File: src/rtl/rls_pkg.sv
// ----------------------------------------------------------------------------
// rls_pkg
// Shared types and constants of the run-length stack: commands, status
// codes, sequencer states and the word formats between controller and top.
// ----------------------------------------------------------------------------
package rls_pkg;

	localparam int VALUE_W = 32;
	localparam int SIZE_W  = 25;
	localparam int READ_W  = 7;

	localparam int DEF_ENTRY_DEPTH = 256;
	localparam int DEF_COUNT_WIDTH = 16;
	localparam int DEF_MAX_READ    = 64;

	typedef enum logic [1:0] {
		CMD_PUSH = 2'd0,
		CMD_POP  = 2'd1,
		CMD_READ = 2'd2,
		CMD_NOP  = 2'd3
	} cmd_t;

	typedef enum logic [1:0] {
		STAT_OK    = 2'd0,
		STAT_FULL  = 2'd1,
		STAT_SAT   = 2'd2,
		STAT_EMPTY = 2'd3
	} status_t;

	typedef enum logic [1:0] {
		S_IDLE,
		S_EXEC,
		S_LOAD,
		S_EMIT
	} state_t;

	typedef struct packed {
		cmd_t                cmd;
		logic [VALUE_W-1:0]  push_value;
		logic [READ_W-1:0]   read_count;
	} item_t;

	typedef struct packed {
		logic [VALUE_W-1:0] element;
		logic               last;
		logic [SIZE_W-1:0]  virtual_size;
		logic               is_empty;
		status_t            status;
	} result_t;

endpackage

File: src/rtl/rls_ctrl.sv
// ----------------------------------------------------------------------------
// rls_ctrl
// Sequencer of the run-length stack: reads the top entry, applies push or
// pop and writes it back, or walks down the entries for a read out.
// Holds the entry and element totals and the result register.
// ----------------------------------------------------------------------------
module rls_ctrl import rls_pkg::*; #(
	parameter int ENTRY_DEPTH = DEF_ENTRY_DEPTH,
	parameter int COUNT_WIDTH = DEF_COUNT_WIDTH,
	parameter int MAX_READ    = DEF_MAX_READ
) (
	input  logic                                   clk,
	input  logic                                   arst_n,
	input  logic [VALUE_W-1:0]                     dflt,
	input  logic                                   in_valid,
	output logic                                   in_ready,
	input  item_t                                  in_item,
	output logic                                   out_valid,
	input  logic                                   out_ready,
	output result_t                                out_res,
	output logic                                   mem_wr_en,
	output logic [$clog2(ENTRY_DEPTH)-1:0]         mem_wr_addr,
	output logic [VALUE_W+COUNT_WIDTH-1:0]         mem_wr_data,
	output logic                                   mem_rd_en,
	output logic [$clog2(ENTRY_DEPTH)-1:0]         mem_rd_addr,
	input  logic [VALUE_W+COUNT_WIDTH-1:0]         mem_rd_data
);

	localparam int IDX_W   = $clog2(ENTRY_DEPTH);
	localparam int PTR_W   = IDX_W + 1;
	localparam int TOTAL_W = IDX_W + COUNT_WIDTH + 1;
	localparam int RW      = $clog2(MAX_READ + 1);

	state_t                  state_q, state_n;
	cmd_t                    cmd_q;
	logic [VALUE_W-1:0]      val_q;
	logic [RW-1:0]           rem_q, rem_n;
	logic [PTR_W-1:0]        ent_q, ent_n;
	logic [TOTAL_W-1:0]      tot_q, tot_n;
	logic [PTR_W-1:0]        left_q, left_n;
	logic [COUNT_WIDTH-1:0]  skip_q, skip_n;
	logic                    out_valid_q;
	result_t                 out_q;

	logic [VALUE_W-1:0]      rd_val;
	logic [COUNT_WIDTH-1:0]  rd_cnt;
	logic                    slot_free;
	logic [PTR_W-1:0]        ent_dec, left_dec, left_dec2;
	logic [READ_W-1:0]       n_clamp, n_m1;
	logic                    load_out;
	logic [VALUE_W-1:0]      res_elem;
	logic                    res_last;
	status_t                 res_status;
	logic [TOTAL_W+SIZE_W-1:0] size_ext;

	assign rd_val    = mem_rd_data[VALUE_W+COUNT_WIDTH-1:COUNT_WIDTH];
	assign rd_cnt    = mem_rd_data[COUNT_WIDTH-1:0];
	assign slot_free = !out_valid_q || out_ready;
	assign ent_dec   = ent_q - PTR_W'(1);
	assign left_dec  = left_q - PTR_W'(1);
	assign left_dec2 = left_q - PTR_W'(2);
	assign size_ext  = {{SIZE_W{1'b0}}, tot_n};
	assign n_m1      = n_clamp - READ_W'(1);

	// zero reads as one, anything above the limit as the limit
	always_comb begin
		if (in_item.read_count == '0) begin
			n_clamp = READ_W'(1);
		end else if (in_item.read_count > READ_W'(MAX_READ)) begin
			n_clamp = READ_W'(MAX_READ);
		end else begin
			n_clamp = in_item.read_count;
		end
	end

	// next state
	always_comb begin
		state_n = state_q;
		unique case (state_q)
			S_IDLE: begin
				if (in_valid) begin
					state_n = (in_item.cmd == CMD_READ) ? S_LOAD : S_EXEC;
				end
			end
			S_EXEC: begin
				if (slot_free) begin
					state_n = S_IDLE;
				end
			end
			S_LOAD: begin
				state_n = S_EMIT;
			end
			S_EMIT: begin
				if (slot_free) begin
					if (rem_q == '0) begin
						state_n = S_IDLE;
					end else if (left_q != '0 && skip_q == '0 && left_dec != '0) begin
						state_n = S_LOAD;
					end
				end
			end
			default: state_n = S_IDLE;
		endcase
	end

	// datapath and memory control
	always_comb begin
		in_ready    = 1'b0;
		mem_wr_en   = 1'b0;
		mem_wr_addr = ent_dec[IDX_W-1:0];
		mem_wr_data = mem_rd_data;
		mem_rd_en   = 1'b0;
		mem_rd_addr = ent_dec[IDX_W-1:0];
		ent_n       = ent_q;
		tot_n       = tot_q;
		left_n      = left_q;
		skip_n      = skip_q;
		rem_n       = rem_q;
		load_out    = 1'b0;
		res_elem    = '0;
		res_last    = 1'b1;
		res_status  = STAT_OK;
		unique case (state_q)
			S_IDLE: begin
				in_ready = 1'b1;
				if (in_valid) begin
					// fetch the top entry; unused when the stack is empty
					mem_rd_en = 1'b1;
					left_n    = ent_q;
					rem_n     = n_m1[RW-1:0];
				end
			end
			S_EXEC: begin
				if (slot_free) begin
					load_out = 1'b1;
					priority case (cmd_q)
						CMD_PUSH: begin
							if (val_q == dflt) begin
								// default on empty stack is dropped
								if (ent_q != '0) begin
									if (rd_cnt == '1) begin
										res_status = STAT_SAT;
									end else begin
										mem_wr_en   = 1'b1;
										mem_wr_data = {rd_val, rd_cnt + COUNT_WIDTH'(1)};
										tot_n       = tot_q + TOTAL_W'(1);
									end
								end
							end else if (ent_q == PTR_W'(ENTRY_DEPTH)) begin
								res_status = STAT_FULL;
							end else begin
								mem_wr_en   = 1'b1;
								mem_wr_addr = ent_q[IDX_W-1:0];
								mem_wr_data = {val_q, {COUNT_WIDTH{1'b0}}};
								ent_n       = ent_q + PTR_W'(1);
								tot_n       = tot_q + TOTAL_W'(1);
							end
						end
						CMD_POP: begin
							if (ent_q == '0) begin
								res_status = STAT_EMPTY;
							end else begin
								if (rd_cnt != '0) begin
									mem_wr_en   = 1'b1;
									mem_wr_data = {rd_val, rd_cnt - COUNT_WIDTH'(1)};
								end else begin
									ent_n = ent_dec;
								end
								tot_n = tot_q - TOTAL_W'(1);
							end
						end
						default: begin
						end
					endcase
				end
			end
			S_LOAD: begin
				skip_n = rd_cnt;
			end
			S_EMIT: begin
				if (slot_free) begin
					load_out = 1'b1;
					res_last = (rem_q == '0);
					rem_n    = rem_q - RW'(1);
					if (left_q == '0) begin
						res_elem = dflt;
					end else if (skip_q != '0) begin
						res_elem = dflt;
						skip_n   = skip_q - COUNT_WIDTH'(1);
					end else begin
						res_elem = rd_val;
						left_n   = left_dec;
						// step down to the entry below
						if (left_dec != '0) begin
							mem_rd_en   = 1'b1;
							mem_rd_addr = left_dec2[IDX_W-1:0];
						end
					end
				end
			end
			default: begin
			end
		endcase
	end

	always_ff @(posedge clk or negedge arst_n) begin
		if (!arst_n) begin
			state_q     <= S_IDLE;
			ent_q       <= '0;
			tot_q       <= '0;
			out_valid_q <= 1'b0;
		end else begin
			state_q <= state_n;
			ent_q   <= ent_n;
			tot_q   <= tot_n;
			if (load_out) begin
				out_valid_q <= 1'b1;
			end else if (out_ready) begin
				out_valid_q <= 1'b0;
			end
		end
	end

	always_ff @(posedge clk) begin
		if (state_q == S_IDLE && in_valid) begin
			cmd_q <= in_item.cmd;
			val_q <= in_item.push_value;
		end
		rem_q  <= rem_n;
		left_q <= left_n;
		skip_q <= skip_n;
		if (load_out) begin
			out_q.element      <= res_elem;
			out_q.last         <= res_last;
			out_q.virtual_size <= size_ext[SIZE_W-1:0];
			out_q.is_empty     <= (ent_n == '0);
			out_q.status       <= res_status;
		end
	end

	assign out_valid = out_valid_q;
	assign out_res   = out_q;

endmodule

File: config.mk
export PLATFORM = sky130hd
export DESIGN_NAME = rls_ctrl
export DESIGN_NICKNAME = d
export VERILOG_FILES = /design/src/rtl/rls_pkg.sv /design/src/rtl/rls_ctrl.sv
export SDC_FILE = /design/constraint.sdc
export NUM_CORES = 1
export LEC_CHECK = 0
export BUFFER_PORTS_ARGS = -buffer_cell sky130_fd_sc_hd__buf_4
export CELL_PAD_IN_SITES_DETAIL_PLACEMENT = 0
export CELL_PAD_IN_SITES_GLOBAL_PLACEMENT = 1
export CORE_ASPECT_RATIO = 1.1
export CORE_MARGIN = 3
export CORE_UTILIZATION = 37
export DETAILED_ROUTE_END_ITERATION = 8
export GPL_TIMING_DRIVEN = 0
export PLACE_DENSITY_LB_ADDON = 0.1
export SYNTH_ARGS = -nofsm -noshare
export SYNTH_HDL_FRONTEND = slang
export SYNTH_SLANG_ARGS = --single-unit
File: constraint.sdc
create_clock -name clk -period 4.3 [get_ports clk]
set_clock_uncertainty 0.05 [all_clocks]
set_input_delay 0.645 -clock clk [delete_from_list [all_inputs] [get_ports clk]]
set_output_delay 0.645 -clock clk [all_outputs]
set_load 0.02 [all_outputs]
Word level (Yosys, flattened, before mapping)
Index checks and enable logic that the tools add are counted.
{"block": "totals", "register_bits": 164, "elab_cells": 152, "in_bits": 125, "out_inout_bits": 129}
{"block": "classes", "add_sub_neg": 11, "eq_ne": 15, "muxes": 83, "n_lt_le_gt_ge": 1, "reduce_logical": 28}
{"operator": "2-to-1 mux 48 bit", "count": 4}
{"operator": "2-to-1 mux 25 bit", "count": 7}
{"operator": "2-to-1 mux 16 bit", "count": 7}
{"operator": "one-hot mux 48 bit (2 select lines)", "count": 1}
{"operator": "2-to-1 mux 9 bit", "count": 10}
{"operator": "2-to-1 mux 8 bit", "count": 10}
{"operator": "2-to-1 mux 32 bit", "count": 2}
{"operator": "one-hot mux 25 bit (2 select lines)", "count": 1}
{"operator": "one-hot mux 9 bit (2 select lines)", "count": 2}
{"operator": "equality test 32 bit", "count": 1}
{"operator": "one-hot mux 16 bit (2 select lines)", "count": 1}
{"operator": "nonzero test 16 bit", "count": 2}
{"operator": "subtractor 16 x 1 -> 16 bit, second input constant", "count": 2}
{"operator": "2-to-1 mux 7 bit", "count": 4}
{"operator": "logical NOT 9 bit", "count": 3}
{"operator": "nonzero test 9 bit", "count": 3}
{"operator": "adder 25 x 1 -> 25 bit, second input constant", "count": 1}
{"operator": "subtractor 25 x 1 -> 25 bit, second input constant", "count": 1}
{"operator": "2-to-1 mux 2 bit", "count": 10}
{"operator": "2-to-1 mux 1 bit", "count": 19}
{"operator": "subtractor 9 x 1 -> 9 bit, second input constant", "count": 2}
{"operator": "adder 16 x 1 -> 16 bit, second input constant", "count": 1}
{"operator": "equality test 16 bit, second input constant", "count": 1}
{"operator": "logical NOT 16 bit", "count": 1}
{"operator": "other kinds (24)", "count": 42}

Depth between registers and ports, before layout
{"block": "depth", "depth_word": 7, "ltp_mapped": 13, "ltp_nobuf": 10}

Worst setup path after synthesis
No wires, ideal clock.
{"block": "synth_timing", "path_kind": "register -> register", "startpoint": "reg state_q[1]", "endpoint": "reg out_q, in the netlist out_res[0] (enable)", "period_less_slack_ns": 4.070, "setup_ns": 0.480, "stages_incl_launch_ff": 5, "n_path_buf": 1, "required_time_ns": 3.770, "slack_ns": 0.230, "t_arrival_ns": 3.539, "cell_sequence": "dfrtp_1 > ha_1 > clkbuf_1 > nor2_1 > nor2_1"}
{"block": "synth_between", "elab_chain_cells": 3, "elab_cells_between_ends": 4, "classes_between": "2 x eq/ne; 1 x mux; 1 x reduce/logical"}
{"element": "from (decl)", "line": "rls_ctrl.sv:34", "text": "state_t state_q, state_n;"}
{"element": "from (signal assigned)", "line": "rls_ctrl.sv:213", "text": "state_q <= state_n;"}
{"element": "equality test 2 bit / equality test 2 x 1 -> 1 bit (equally long branches)", "line": "rls_ctrl.sv:123", "text": "unique case (state_q)"}
{"element": "OR reduction 2 bit (no line) *"}
{"element": "2-to-1 mux 1 bit *"}
{"element": "via load_out", "line": "rls_ctrl.sv:50", "text": "logic load_out;"}
{"element": "to (decl)", "line": "rls_ctrl.sv:43", "text": "result_t out_q;"}
The timed path passes the listed nets; every way through them passes the cells marked *.
A chain may end at the register's enable or synchronous reset.

Worst setup path in the final report
{"block": "layout_timing", "startpoint": "reg skip_q[9]", "endpoint": "out mem_rd_addr[3]"}
{"block": "layout_between", "elab_chain_cells": 5}
{"element": "from (decl)", "line": "rls_ctrl.sv:41", "text": "logic [COUNT_WIDTH-1:0] skip_q, skip_n;"}
{"element": "from (signal assigned)", "line": "rls_ctrl.sv:231", "text": "skip_q <= skip_n;"}
{"element": "nonzero test 16 bit", "line": "rls_ctrl.sv:187", "text": "end else if (skip_q != '0) begin"}
{"element": "2-to-1 mux 8 bit", "line": "rls_ctrl.sv:187"}
{"element": "2-to-1 mux 8 bit", "line": "rls_ctrl.sv:185", "text": "if (left_q == '0) begin"}
{"element": "2-to-1 mux 8 bit", "line": "rls_ctrl.sv:181", "text": "if (slot_free) begin"}
{"element": "2-to-1 mux 8 bit", "line": "rls_ctrl.sv:123"}
{"element": "to (decl)", "line": "rls_ctrl.sv:25", "text": "output logic [$clog2(ENTRY_DEPTH)-1:0] mem_rd_addr,"}
No other way between the ends.

==> qor.yml <==
syn_area_um2: 10200
fin_ws_ns: 0.168
yosys-top-cells-count: "edfxtp_1 (127), nand2_1 (115), nor2_1 (105)"
period_needed_ns: 4.13
power.total_uw: 7700
cp_num_buf_inv: 2
place.gp.congestion: 0.899
slew_headroom_pct: 27.5
cts_inserted_buffers: 17
synth-edff-count: 127
core_area_um2: 27100
hold_viol: 0
drive_above_1_share_pct: 27.6
worstPathRequired_ns: 3.61
clkTransAtPathRegs_ns: 0.07
wire_per_inst_um: 21.1
rows: 63
layout.nets: 1506
cts_root_buf: "clkbuf_16"
syn-num-nets: 1231
r2r_setup_slack_ns: 0.65
drt-total-wl_um: 36700
clockBufferDepth: 2
grt_max_degree: 38
ys_ff_latch: 164
grt_usage_pct: 24.7
cts_tree: "built"
cts_sinks: 164
avgSynthCellArea_um2: 9.37
synth_top_area_share_pct: 37.3
vias: 9631
ir_drop_v: 0.000288
io_pins: 254
slowest_stage: "or4_1"
syn_to_final_growth_pct: 30.9
cpPeakStageDelay_ns: 0.48
finalSetupViolations: 0
via_per_inst: 5.55
port_buffers: 247
dpl.hpwl_um: 27900
dieHeight_um: 180
syn_inst: 1091
power.density_nw_per_um2: 576
synth_cell_types: 68
ys_seq_area_share_pct: 46.4
final_util_pct: 49.4
synthTopCellsByArea: "edfxtp_1 (37%), dfrtp_1 (9.1%), xor2_1 (5.3%)"
rr_worst_depth: 6
antenna_found_initial: 0
drv_slew: 0
fmax_mhz: 242
critPathArrivalTime_ns: 3.44
cpLargestDelayFamily: "simple AND/OR/NAND/NOR gates"
pre_cts_slack_ns: -0.584
drt_pass1_iterations: 6
synthFlopType: "edfxtp_1"
cts_hold_buf: 0
start_util_pct: 37.7
cp_max_fo: 10
yosysWarnings: 0
cts-htree-levels: 4
overflow: 0
min_path_type: "input port to async pin"
fillers: 2663
crit_type: "flop to primary output"
dieWidth_um: 164
path_cells: "or3_1 > or4_1 > nor3_2 > nand2_2 > nor3_4 > buf_2 > nor2_1 > a21oi_1 > buf_4"
p_leak_uw: 0.00521
cap_viol_max_count: 0
ys_async_sr_fraction_pct: 22.6
synth_top_area_cell: "edfxtp_1"
timing.final.crit_share_pct: 96.1
diodes: 0
drtAntennaViolNets: 0
drc: 0
rsz0062_at_grt: "no"
worstMarginPinSlew_ns: 1.09
die_area_um2: 29700
path_depth: 9
yosysMostFrequentCell: "edfxtp_1"
tns_ns: 0
outcome: "completed"
dr.first_iter.drc_count: 579
grt_pass1_wl_um: 56200
clock_latency_ns: 0.45
grt_pass1_vias: 9660
start_kind: "flop"
crit_path_end_kind: "primary output"
[final timing paths]
kind                                  start              to
worst max-delay path              skip_q[9]  mem_rd_addr[3]
worst min-delay path                 arst_n       tot_q[23]
worst max register to register    skip_q[9]       left_q[7]
worst min register to register    tot_q[24]       tot_q[24]
max in group asynchronous            arst_n        ent_q[1]
min in group clk                in_item[21]       val_q[14]
[cell usage in the layout, fill, tap and decap left out, types with 5 or more instances in the layout]
cell type  Yosys  layout
nand3_1       44      44
buf_4          0     258
a31oi_1       17      16
nor2_1       105     102
xnor2_1       32      32
nor3_1        35      32
or3_1          8       8
nor3b_1       12      10
a21oi_1      101     101
nand2_1      115     113
dfrtp_1       37      35
buf_2         10      10
or4_1          7       7
ha_1          15      14
edfxtp_1     127     127
and2_1         7       7
o211ai_1       5       5
nand4_1       24      24
mux2_2        37      37
a22oi_1       12      12
inv_1         31      30
nor4_1        30      24
nor4_2         2       8
xor2_1        62      62
o21ai_0       43      42
nor2b_1        8       8
clkbuf_1      58      53
nand3b_1       5       5
clkbuf_16      0      17
and3_1        17      17
mux2i_1       10      10
[layout make-up]
| class | instances | area, µm² | share of cell area, % |
|---|---|---|---|
| repair buffers | 259 | 1970 | 14.7 |
| inverters | 31 | 116 | 0.869 |
| clock inverters | 13 | 158 | 1.18 |
| clock buffers | 19 | 433 | 3.23 |
| multi-input cells | 824 | 5230 | 39.1 |
| plain buffers | 69 | 290 | 2.17 |
| flip-flops and latches | 164 | 4740 | 35.4 |
| well taps | 357 | 447 | 3.34 |
[what timing repair did]
item,4_1_cts,5_1_grt
pin swaps,3,2
gates resized for setup,27,15
setup buffers,5,5
endpoints found under the setup margin,71,40
gates cloned,0,0
[sequential cells by signal (all words and copies together) (netlist names)]
name	count
out_valid	1
ent_q	9
state_q	2
rem_q	7
val_q	32
tot_q	25
skip_q	16
out_res	61
cmd_q	2
left_q	9
[logic make-up (layout without fill, tap and decap cells)]
family	after synthesis	in the layout	share of synthesized area, %
AOI/OAI and AO/OA	222	222	13.0
adders and majority gates	15	15	1.84
xor gates and xnor gates	94	94	8.05
DFF	164	164	46.4
muxes	47	47	5.06
and+or+nand+nor	446	446	21.8
buffers and inverters	103	391	3.90
[metal layers]
| metal | vias to the layer above | global-route usage [%] | wire [µm] |
|---|---|---|---|
| met3 | 67 | 6.83 | 3120 |
| met1 | 4582 | 31.2 | 14600 |
| met4 | 0 | 8.59 | 1050 |
| met5 | - | 0 | 0 |
| met2 | 436 | 40.7 | 17900 |
| li1 | 4546 | - | - |
[where the power goes]
| part | leakage, µW | switching [µW] | internal (µW) |
|---|---|---|---|
| Sequential | 0.00165 | 305 | 2400 |
| Clock | 0.000290 | 684 | 915 |
| Combinational | 0.00328 | 2140 | 1260 |
| Total | 0.00521 | 3130 | 4570 |
[stage by stage]
step           hold slack, ns  std cells  area, µm²
3_3_place_gp            0.401       1695      12500
3_5_place_dp            0.403       1697      12600
6_report                0.137       1736      13400
5_1_grt                 0.167       1736      13400
4_1_cts                 0.143       1732      13300
2_1_floorplan           0.299       1091      10200
Note: power is estimated with default switching activity, not from simulation.
